==> src/rtl/flvd_pkg.sv <==
// ----------------------------------------------------------------------------
// flvd_pkg
// Shared types and constants for the FLV tag deframer.
// ----------------------------------------------------------------------------
package flvd_pkg;

    localparam int BYTE_W  = 8;
    localparam int COUNT_W = 25;
    localparam int NIB_W   = 4;

    // unit header layout
    localparam logic [BYTE_W-1:0]  SIG_F         = 8'h46;
    localparam logic [BYTE_W-1:0]  SIG_L         = 8'h4C;
    localparam logic [BYTE_W-1:0]  SIG_V         = 8'h56;
    localparam logic [BYTE_W-1:0]  TYPE_VIDEO    = 8'h09;
    localparam logic [NIB_W-1:0]   FRAME_KEY     = 4'h1;
    localparam logic [COUNT_W-1:0] UNIT_HDR_LEN  = 25'd11;
    localparam logic [COUNT_W-1:0] FILE_HDR_LAST = 25'd12;
    localparam logic [COUNT_W-1:0] TAG_OVERHEAD  = 25'd15;
    localparam logic [COUNT_W-1:0] FRAME_BYTE    = 25'd11;

    // result queue
    localparam int Q_DEPTH = 4;
    localparam int Q_PTR_W = $clog2(Q_DEPTH);
    localparam int Q_CNT_W = $clog2(Q_DEPTH + 1);

    typedef enum logic [1:0] {
        PH_COLLECT = 2'd0,
        PH_FILEHDR = 2'd1,
        PH_TAG     = 2'd2
    } t_phase;

    typedef struct packed {
        logic [BYTE_W-1:0]  byte_out;
        logic               in_file_header;
        logic               tag_first;
        logic               tag_last;
        logic               is_keyframe;
        logic [COUNT_W-1:0] tag_length;
        logic               stream_error;
    } t_result;

endpackage

==> src/rtl/flvd_classify.sv <==
// ----------------------------------------------------------------------------
// flvd_classify
// Front end: takes one stream byte per transfer, tracks unit framing and
// builds the marked result for that byte.
// ----------------------------------------------------------------------------
module flvd_classify import flvd_pkg::*; (
    input  logic              i_clk,
    input  logic              i_rst_n,
    input  logic              i_valid,
    input  logic [BYTE_W-1:0] i_data_byte,
    input  logic              i_full,
    output logic              o_push,
    output t_result           o_result
);

    t_phase             r_phase,  n_phase;
    logic [COUNT_W-1:0] r_count,  n_count;
    logic [COUNT_W-1:0] r_total,  n_total;
    logic               r_sig,    n_sig;
    logic               r_hdr_ok, n_hdr_ok;
    logic [BYTE_W-1:0]  r_kind,   n_kind;
    logic [NIB_W-1:0]   r_nib,    n_nib;
    logic               r_err,    n_err;

    logic [COUNT_W-1:0] cidx;
    logic [COUNT_W:0]   next_idx;

    assign o_push = i_valid && !i_full;

    always_comb begin
        n_phase  = r_phase;
        n_count  = r_count;
        n_total  = r_total;
        n_sig    = r_sig;
        n_hdr_ok = r_hdr_ok;
        n_kind   = r_kind;
        n_nib    = r_nib;
        n_err    = r_err;
        o_result = '0;
        o_result.byte_out = i_data_byte;
        cidx     = (r_phase == PH_COLLECT) ? r_count : '0;
        next_idx = {1'b0, r_count} + 1'b1;

        if (r_err) begin
            o_result.stream_error = 1'b1;
        end else begin
            case (r_phase)
                PH_FILEHDR: begin
                    o_result.in_file_header = 1'b1;
                    if (i_data_byte != '0) n_hdr_ok = 1'b0;
                    if (r_count >= FILE_HDR_LAST) begin
                        if (n_hdr_ok) begin
                            n_phase = PH_COLLECT;
                            n_count = '0;
                        end else begin
                            n_err = 1'b1;
                            o_result.stream_error = 1'b1;
                        end
                    end else begin
                        n_count = next_idx[COUNT_W-1:0];
                    end
                end
                PH_TAG: begin
                    o_result.tag_length = r_total;
                    if (r_count == FRAME_BYTE) n_nib = i_data_byte[BYTE_W-1 -: NIB_W];
                    if (next_idx >= {1'b0, r_total}) begin
                        o_result.tag_last    = 1'b1;
                        o_result.is_keyframe = (r_kind == TYPE_VIDEO) && (n_nib == FRAME_KEY);
                        n_phase = PH_COLLECT;
                        n_count = '0;
                    end else begin
                        n_count = next_idx[COUNT_W-1:0];
                    end
                end
                default: begin
                    // unit header; an unknown phase code restarts at byte 0
                    n_phase = PH_COLLECT;
                    case (cidx)
                        25'd0: begin
                            n_sig    = (i_data_byte == SIG_F);
                            n_hdr_ok = 1'b1;
                            n_kind   = i_data_byte;
                            n_total  = '0;
                            o_result.tag_first = (i_data_byte != SIG_F);
                        end
                        25'd1: begin
                            if (i_data_byte != SIG_L) n_sig = 1'b0;
                            n_total = {1'b0, i_data_byte, 16'h0000};
                        end
                        25'd2: begin
                            if (i_data_byte != SIG_V) n_sig = 1'b0;
                            n_total = r_total | {9'h000, i_data_byte, 8'h00};
                        end
                        25'd3: begin
                            n_total = (r_total | {17'h00000, i_data_byte}) + TAG_OVERHEAD;
                        end
                        25'd8: begin
                            if (i_data_byte != TYPE_VIDEO) n_hdr_ok = 1'b0;
                        end
                        25'd9, 25'd10: begin
                            if (i_data_byte != '0) n_hdr_ok = 1'b0;
                        end
                        default: begin
                        end
                    endcase

                    if (n_sig) begin
                        o_result.in_file_header = 1'b1;
                    end else if (cidx >= 25'd3) begin
                        o_result.tag_length = n_total;
                    end

                    n_count = cidx + 1'b1;
                    if (n_count >= UNIT_HDR_LEN) begin
                        n_phase = n_sig ? PH_FILEHDR : PH_TAG;
                    end
                end
            endcase
        end
    end

    always_ff @(posedge i_clk) begin
        if (!i_rst_n) begin
            r_phase  <= PH_COLLECT;
            r_count  <= '0;
            r_total  <= '0;
            r_sig    <= 1'b1;
            r_hdr_ok <= 1'b1;
            r_kind   <= '0;
            r_nib    <= '0;
            r_err    <= 1'b0;
        end else if (o_push) begin
            r_phase  <= n_phase;
            r_count  <= n_count;
            r_total  <= n_total;
            r_sig    <= n_sig;
            r_hdr_ok <= n_hdr_ok;
            r_kind   <= n_kind;
            r_nib    <= n_nib;
            r_err    <= n_err;
        end
    end

endmodule

==> src/rtl/flvd_queue.sv <==
// ----------------------------------------------------------------------------
// flvd_queue
// Back end: short result queue that drives the output channel and lets the
// front keep taking bytes while the sink stalls, until the queue is full.
// ----------------------------------------------------------------------------
module flvd_queue import flvd_pkg::*; (
    input  logic    i_clk,
    input  logic    i_rst_n,
    input  logic    i_push,
    input  t_result i_item,
    output logic    o_full,
    output logic    o_valid,
    input  logic    i_stall,
    output t_result o_item
);

    t_result            r_slot [Q_DEPTH];
    logic [Q_PTR_W-1:0] r_wr, r_rd;
    logic [Q_CNT_W-1:0] r_count;
    logic               pop;

    assign o_valid = (r_count != '0);
    assign o_full  = (r_count == Q_CNT_W'(Q_DEPTH));
    assign pop     = o_valid && !i_stall;
    assign o_item  = r_slot[r_rd];

    always_ff @(posedge i_clk) begin
        if (i_push) r_slot[r_wr] <= i_item;
    end

    always_ff @(posedge i_clk) begin
        if (!i_rst_n) begin
            r_wr    <= '0;
            r_rd    <= '0;
            r_count <= '0;
        end else begin
            if (i_push) r_wr <= r_wr + 1'b1;
            if (pop)    r_rd <= r_rd + 1'b1;
            case ({i_push, pop})
                2'b10:   r_count <= r_count + 1'b1;
                2'b01:   r_count <= r_count - 1'b1;
                default: r_count <= r_count;
            endcase
        end
    end

endmodule

==> src/rtl/flv_tag_deframer.sv <==
// ----------------------------------------------------------------------------
// flv_tag_deframer
// Marks the framing of an FLV byte stream: file header, tag bounds, tag
// length, keyframe and a sticky header error on every byte.
// ----------------------------------------------------------------------------
//  channel | handshake          | payload
//  --------+--------------------+-------------------------------------------
//  input   | i_valid / o_stall  | i_data_byte
//  output  | o_valid / i_stall  | o_byte_out, o_in_file_header, o_tag_first,
//          |                    | o_tag_last, o_is_keyframe, o_tag_length,
//          |                    | o_stream_error
//
// One byte per cycle while o_stall is low; with the queue empty, a result is
// offered in the cycle after its byte transfer.
// The front registers the framing state on each byte transfer; a 4-entry result
// queue sits between front and output.
// o_stall rises only while the queue holds 4 results.
// Synchronous reset clears the framing state and empties the queue.
// ----------------------------------------------------------------------------
module flv_tag_deframer import flvd_pkg::*; (
    input  logic               i_clk,
    input  logic               i_rst_n,
    input  logic               i_valid,
    output logic               o_stall,
    input  logic [BYTE_W-1:0]  i_data_byte,
    output logic               o_valid,
    input  logic               i_stall,
    output logic [BYTE_W-1:0]  o_byte_out,
    output logic               o_in_file_header,
    output logic               o_tag_first,
    output logic               o_tag_last,
    output logic               o_is_keyframe,
    output logic [COUNT_W-1:0] o_tag_length,
    output logic               o_stream_error
);

    logic    push;
    logic    full;
    t_result front_res;
    t_result back_res;

    flvd_classify u_classify (
        .i_clk       (i_clk),
        .i_rst_n     (i_rst_n),
        .i_valid     (i_valid),
        .i_data_byte (i_data_byte),
        .i_full      (full),
        .o_push      (push),
        .o_result    (front_res)
    );

    flvd_queue u_queue (
        .i_clk   (i_clk),
        .i_rst_n (i_rst_n),
        .i_push  (push),
        .i_item  (front_res),
        .o_full  (full),
        .o_valid (o_valid),
        .i_stall (i_stall),
        .o_item  (back_res)
    );

    assign o_stall          = full;
    assign o_byte_out       = back_res.byte_out;
    assign o_in_file_header = back_res.in_file_header;
    assign o_tag_first      = back_res.tag_first;
    assign o_tag_last       = back_res.tag_last;
    assign o_is_keyframe    = back_res.is_keyframe;
    assign o_tag_length     = back_res.tag_length;
    assign o_stream_error   = back_res.stream_error;

    a_first_last_apart: assert property (@(posedge i_clk) disable iff (!i_rst_n)
        o_valid |-> !(o_tag_first && o_tag_last))
        else $error("tag_first and tag_last on the same byte");

    a_key_on_last: assert property (@(posedge i_clk) disable iff (!i_rst_n)
        (o_valid && o_is_keyframe) |-> o_tag_last)
        else $error("keyframe flag outside a tag's last byte");

    a_error_sticky: assert property (@(posedge i_clk) disable iff (!i_rst_n)
        (o_valid && !i_stall && o_stream_error) ##1 o_valid |-> o_stream_error)
        else $error("stream error dropped after it was raised");

    a_stall_when_backed_up: assert property (@(posedge i_clk) disable iff (!i_rst_n)
        o_stall |-> o_valid)
        else $error("input stalled with no result waiting");

endmodule

==> config.mk <==
export PLATFORM = sky130hd
export DESIGN_NAME = flv_tag_deframer
export DESIGN_NICKNAME = d
export VERILOG_FILES = /design/src/rtl/flvd_pkg.sv /design/src/rtl/flvd_classify.sv /design/src/rtl/flvd_queue.sv /design/src/rtl/flv_tag_deframer.sv
export SDC_FILE = /design/constraint.sdc
export NUM_CORES = 1
export LEC_CHECK = 0
export BUFFER_PORTS_ARGS = -buffer_cell sky130_fd_sc_hd__buf_2
export CAP_MARGIN = 30
export CORE_MARGIN = 3
export CORE_UTILIZATION = 33
export DETAILED_ROUTE_END_ITERATION = 10
export PLACE_DENSITY = 0.55
export SYNTH_ARGS = -nofsm -noshare
export SYNTH_HDL_FRONTEND = slang
export SYNTH_SLANG_ARGS = --single-unit
export TNS_END_PERCENT = 1
==> constraint.sdc <==
create_clock -name i_clk -period 4.54 [get_ports i_clk]
set_input_delay 0.227 -clock i_clk [delete_from_list [all_inputs] [get_ports i_clk]]
set_output_delay 0.227 -clock i_clk [all_outputs]
set_load 0.02 [all_outputs]
==> flow_results.org <==
** Yosys
- The synthesized netlist occupies a cell area of 12300 µm².
- Most used flip-flop cell after synthesis :: edfxtp_1
- Library cells used by synthesis :: 93
- Post-Synthesis Net Count :: 1177
- Number of instances in the synthesized netlist :: 1124
- Total number of yosys warnings :: 0
- In this run, synthesis produced a sequential element count of 228.
- Async set-reset flop share out of synthesis :: 0%
- Part of the Yosys area used for sequential elements :: 49.5%
- A synthesized cell averages 10.9 µm².
- Yosys mapped a number of flops with a built-in enable equal to 152.

** Clock tree
- After clock tree synthesis, the clock-pin slew on the worst setup and hold paths is 60 ps.
- Post-cts repair resize count :: 0
- The clock drives 228 sinks.
- CTS tree :: built
- The root buffer cell chosen for the clock tree is clkbuf_16.
- In this run the number of H-tree levels came out at 1.
- In this run the deepest clock path goes through 3 buffers.
- Clock tree synthesis inserted a total of 26 buffers.
- Buffers added to address setup during post-CTS repair amount to 0.
- For the worst-skew pair, the clock arrives at the later sink with an insertion delay of 530 ps.
- In this run, post-CTS hold repair placed 0 buffers.

** Global routing
- Global-route wire length before repair :: 51600 µm
- Entering global routing, the biggest net connects 42 pins.
- Initial antenna violation count :: 0
- In the global route stage, overall resource usage came out at 16.5%.
- The via count of the first global-routing pass is 8775.
- Global route total overflow :: 0

** Worst setup path
- Arrival @ worst endpoint :: 4730 ps
- Counting cells, the worst reg-to-reg path comes to 14.
- Crit Path Class :: reg -> reg
- STA classifies the critical path endpoint as a flip-flop.
- Largest fanout on the critical path :: 10
- CP Capture Point :: u_classify.r_count[23]
- Start of the worst register-to-register path :: u_classify.r_count[10]
- Worst Path Required :: 5010 ps
- Critical Path Source :: u_classify.r_count[10]
- Kind of start point of the critical path :: flip-flop
- The endpoint identified for the worst register-to-register timing path is u_classify.r_count[23].
- For flop-to-flop paths, the worst setup slack is 290 ps.

** Power and ir drop
- IR analysis of the VDD net gives a maximum drop of 0.348 mV.
- For this design the ratio of total power to cell area is 667 nW/µm².
- The analysis attributes to cell leakage a power of 4.91 nW.
- Post-layout power :: 0.00929 W

** Route
- Residual DRC :: 0
- Avg WL per Cell :: 19.9 µm
- Mean number of vias per cell :: 5.59
- Routed Antenna Nets :: 0
- Number of iterations in the first detailed-routing pass :: 5
- Total Wirelength :: 32800 µm
- In this run, the number of DRC markers left after iteration 0 of detailed routing was 844.
- Detailed routing inserted a total of 9187 vias.

** STA
- Final-layout worst hold slack :: 96.8 ps
- Timing would allow up to 235 MHz.
- Worst Skew :: 11.1 ps
- Final setup violation count :: 0
- Setup repair after global routing left no endpoint under its margin.
- Time the final worst path needs with I/O delays and setup :: 4250 ps
- The total count of hold-check failures in the final report is 0.
- At the pin with the least slew margin, the transition time is 729 ps.
- Headroom to the max-slew limit came out at 50.9%.
- After layout, the worst path uses 93.7% of the clock period.
- Adding up every negative setup slack in the final design gives 0 ps.
- The number of max-slew violations in the final report was 0.

** Die
- The floorplan step defined a die boundary enclosing 39600 µm².
- In this run the core area contains 70 standard-cell rows.
- Initial Utilization :: 33.5%
- The floorplan step set the die width to 199 µm.
- Placeable core area :: 36700 µm²
- In this run the vertical extent of the chip is 199 µm.
- I/O pin total :: 52

** Place
- Port Buf Inserts :: 51
- Sum of net half-perimeters after detailed placement :: 22800 µm
- Routability congestion estimate from global placement :: 0.907
- After detailed placement, the design holds a cell count of 1595.

** Final layout
- Area growth from synthesis to layout :: 13.3%
- Antenna Cells :: 0
- Fraction of layout instances using a drive strength above 1 :: 16.7%
- Post-layout instance count excluding filler cells :: 1643
- Most common cell after layout, fill and taps aside :: edfxtp_1
- Leading cell types in the layout, fill and taps excluded :: edfxtp_1 (152), nand2_1 (93), nor2_1 (87), dfxtp_1 (74), a21oi_1 (59)
- Final nets :: 1208

** Run status
- Status :: finished, final reports clean

** Hold path
- Worst min path class :: in -> reg

** Job
- Max Cap Viol :: 0
[worst max-delay path, stage by stage (launching register included)]
cell and delay (ps):
dfxtp_1 540, and4_1 370, nand3_1 200, nor3_1 370
and3_1 250, xor2_1 210, ha_1 280, nand3_1 130
nor3_1 70, a2111oi_1 420, buf_4 210, nand3_1 160
o21a_1 310, a21oi_2 440, a32o_1 230
[registers in the layout, indices dropped and copies added (netlist names), named ones only]
| name | cells |
|---|---|
| u_queue.r_wr | 2 |
| u_queue.r_rd | 2 |
| u_classify.r_err | 1 |
| u_classify.r_sig | 1 |
| u_classify.r_kind | 8 |
| u_classify.r_phase | 2 |
| u_classify.r_nib | 4 |
| u_classify.r_count | 25 |
| u_queue.r_slot | 152 |
| u_queue.r_count | 3 |
| u_classify.r_total | 25 |
| u_classify.r_hdr_ok | 1 |
[per-layer routing]
metal	vias up	GRT usage [%]	wire, µm	part of all wire (%)
met3	44	2.29	1810	5.5
met2	325	27.0	15300	47
met5	-	0	0	0
li1	4324	-	-	-
met4	0	4.32	717	2.2
met1	4494	23.3	14900	45
[metrics by stage]
step	worst slack [ps]	instance area [µm²]	utilization [%]
3_5_place_dp	366	13100	35.7
2_1_floorplan	666	12300	-
6_report	287	13900	38.0
3_3_place_gp	452	13100	35.6
5_1_grt	0.0484	13900	38.0
4_1_cts	348	13900	38.0
[area by class of cell]
cell class	count	area, µm²
sequential	228	6090
inverter	48	180
fill	3557	22800
multi-input combinational	766	5720
timing repair buffer	85	523
tap	468	586
clock inverter	9	134
clock buffer	39	709
[logic make-up (layout without fill, tap and decap cells)]
| logic type | Yosys count | after routing | synth area share [%] |
|---|---|---|---|
| and+or+nand+nor | 365 | 365 | 15.2 |
| xor gates and xnor gates | 40 | 40 | 2.85 |
| AOI/OAI and AO/OA | 262 | 262 | 15.4 |
| DFF | 228 | 228 | 49.5 |
| muxes | 58 | 58 | 8.58 |
| adders and majority gates | 41 | 41 | 4.23 |
| buffers and inverters | 130 | 181 | 4.35 |
[worst min-delay path by stage]
stage	startpoint	endpoint	cells past startpoint
global route	i_data_byte[1]	u_queue.r_slot[0][31]	1
floorplan	i_data_byte[0]	u_queue.r_slot[0][30]	0
finish	i_stall	u_queue.r_rd[0]	4
CTS	i_data_byte[1]	u_queue.r_slot[0][31]	1
detailed placement	u_classify.r_nib[0]	u_classify.r_nib[0]	2
global placement	u_classify.r_nib[0]	u_classify.r_nib[0]	2
[where the power goes]
part           leakage (nW)  internal (W)  switching, W
registers              2.05       0.00269      0.000281
logic                  2.45       0.00153       0.00272
clock network         0.407       0.00125      0.000819
total                  4.91       0.00547       0.00382
[Yosys cell counts, drive strengths merged, types with 7 or more instances]
master  count  share of area, %
ha         40               4.1
edfxtp    152                37
xnor2      30               2.1
nor2       92               2.8
o21ai      59               2.4
nand2      93               2.8
and4        7              0.50
a22o       22               1.6
o21a        7              0.49
a31oi       7              0.36
a211oi     12              0.73
nor2b       7              0.36
inv        48               1.5
and3       11              0.56
nor4       13              0.88
a21o        9              0.55
mux4       38               7.0
nor3       27               1.3
nand3      53               2.3
a21oi      61               2.5
clkbuf     58               1.8
buf        24               1.1
dfxtp      76                12
nand4      21               1.1
mux2i      20               1.6
and2        8              0.41
xor2       10              0.71
(Power assumes the default switching activity.)
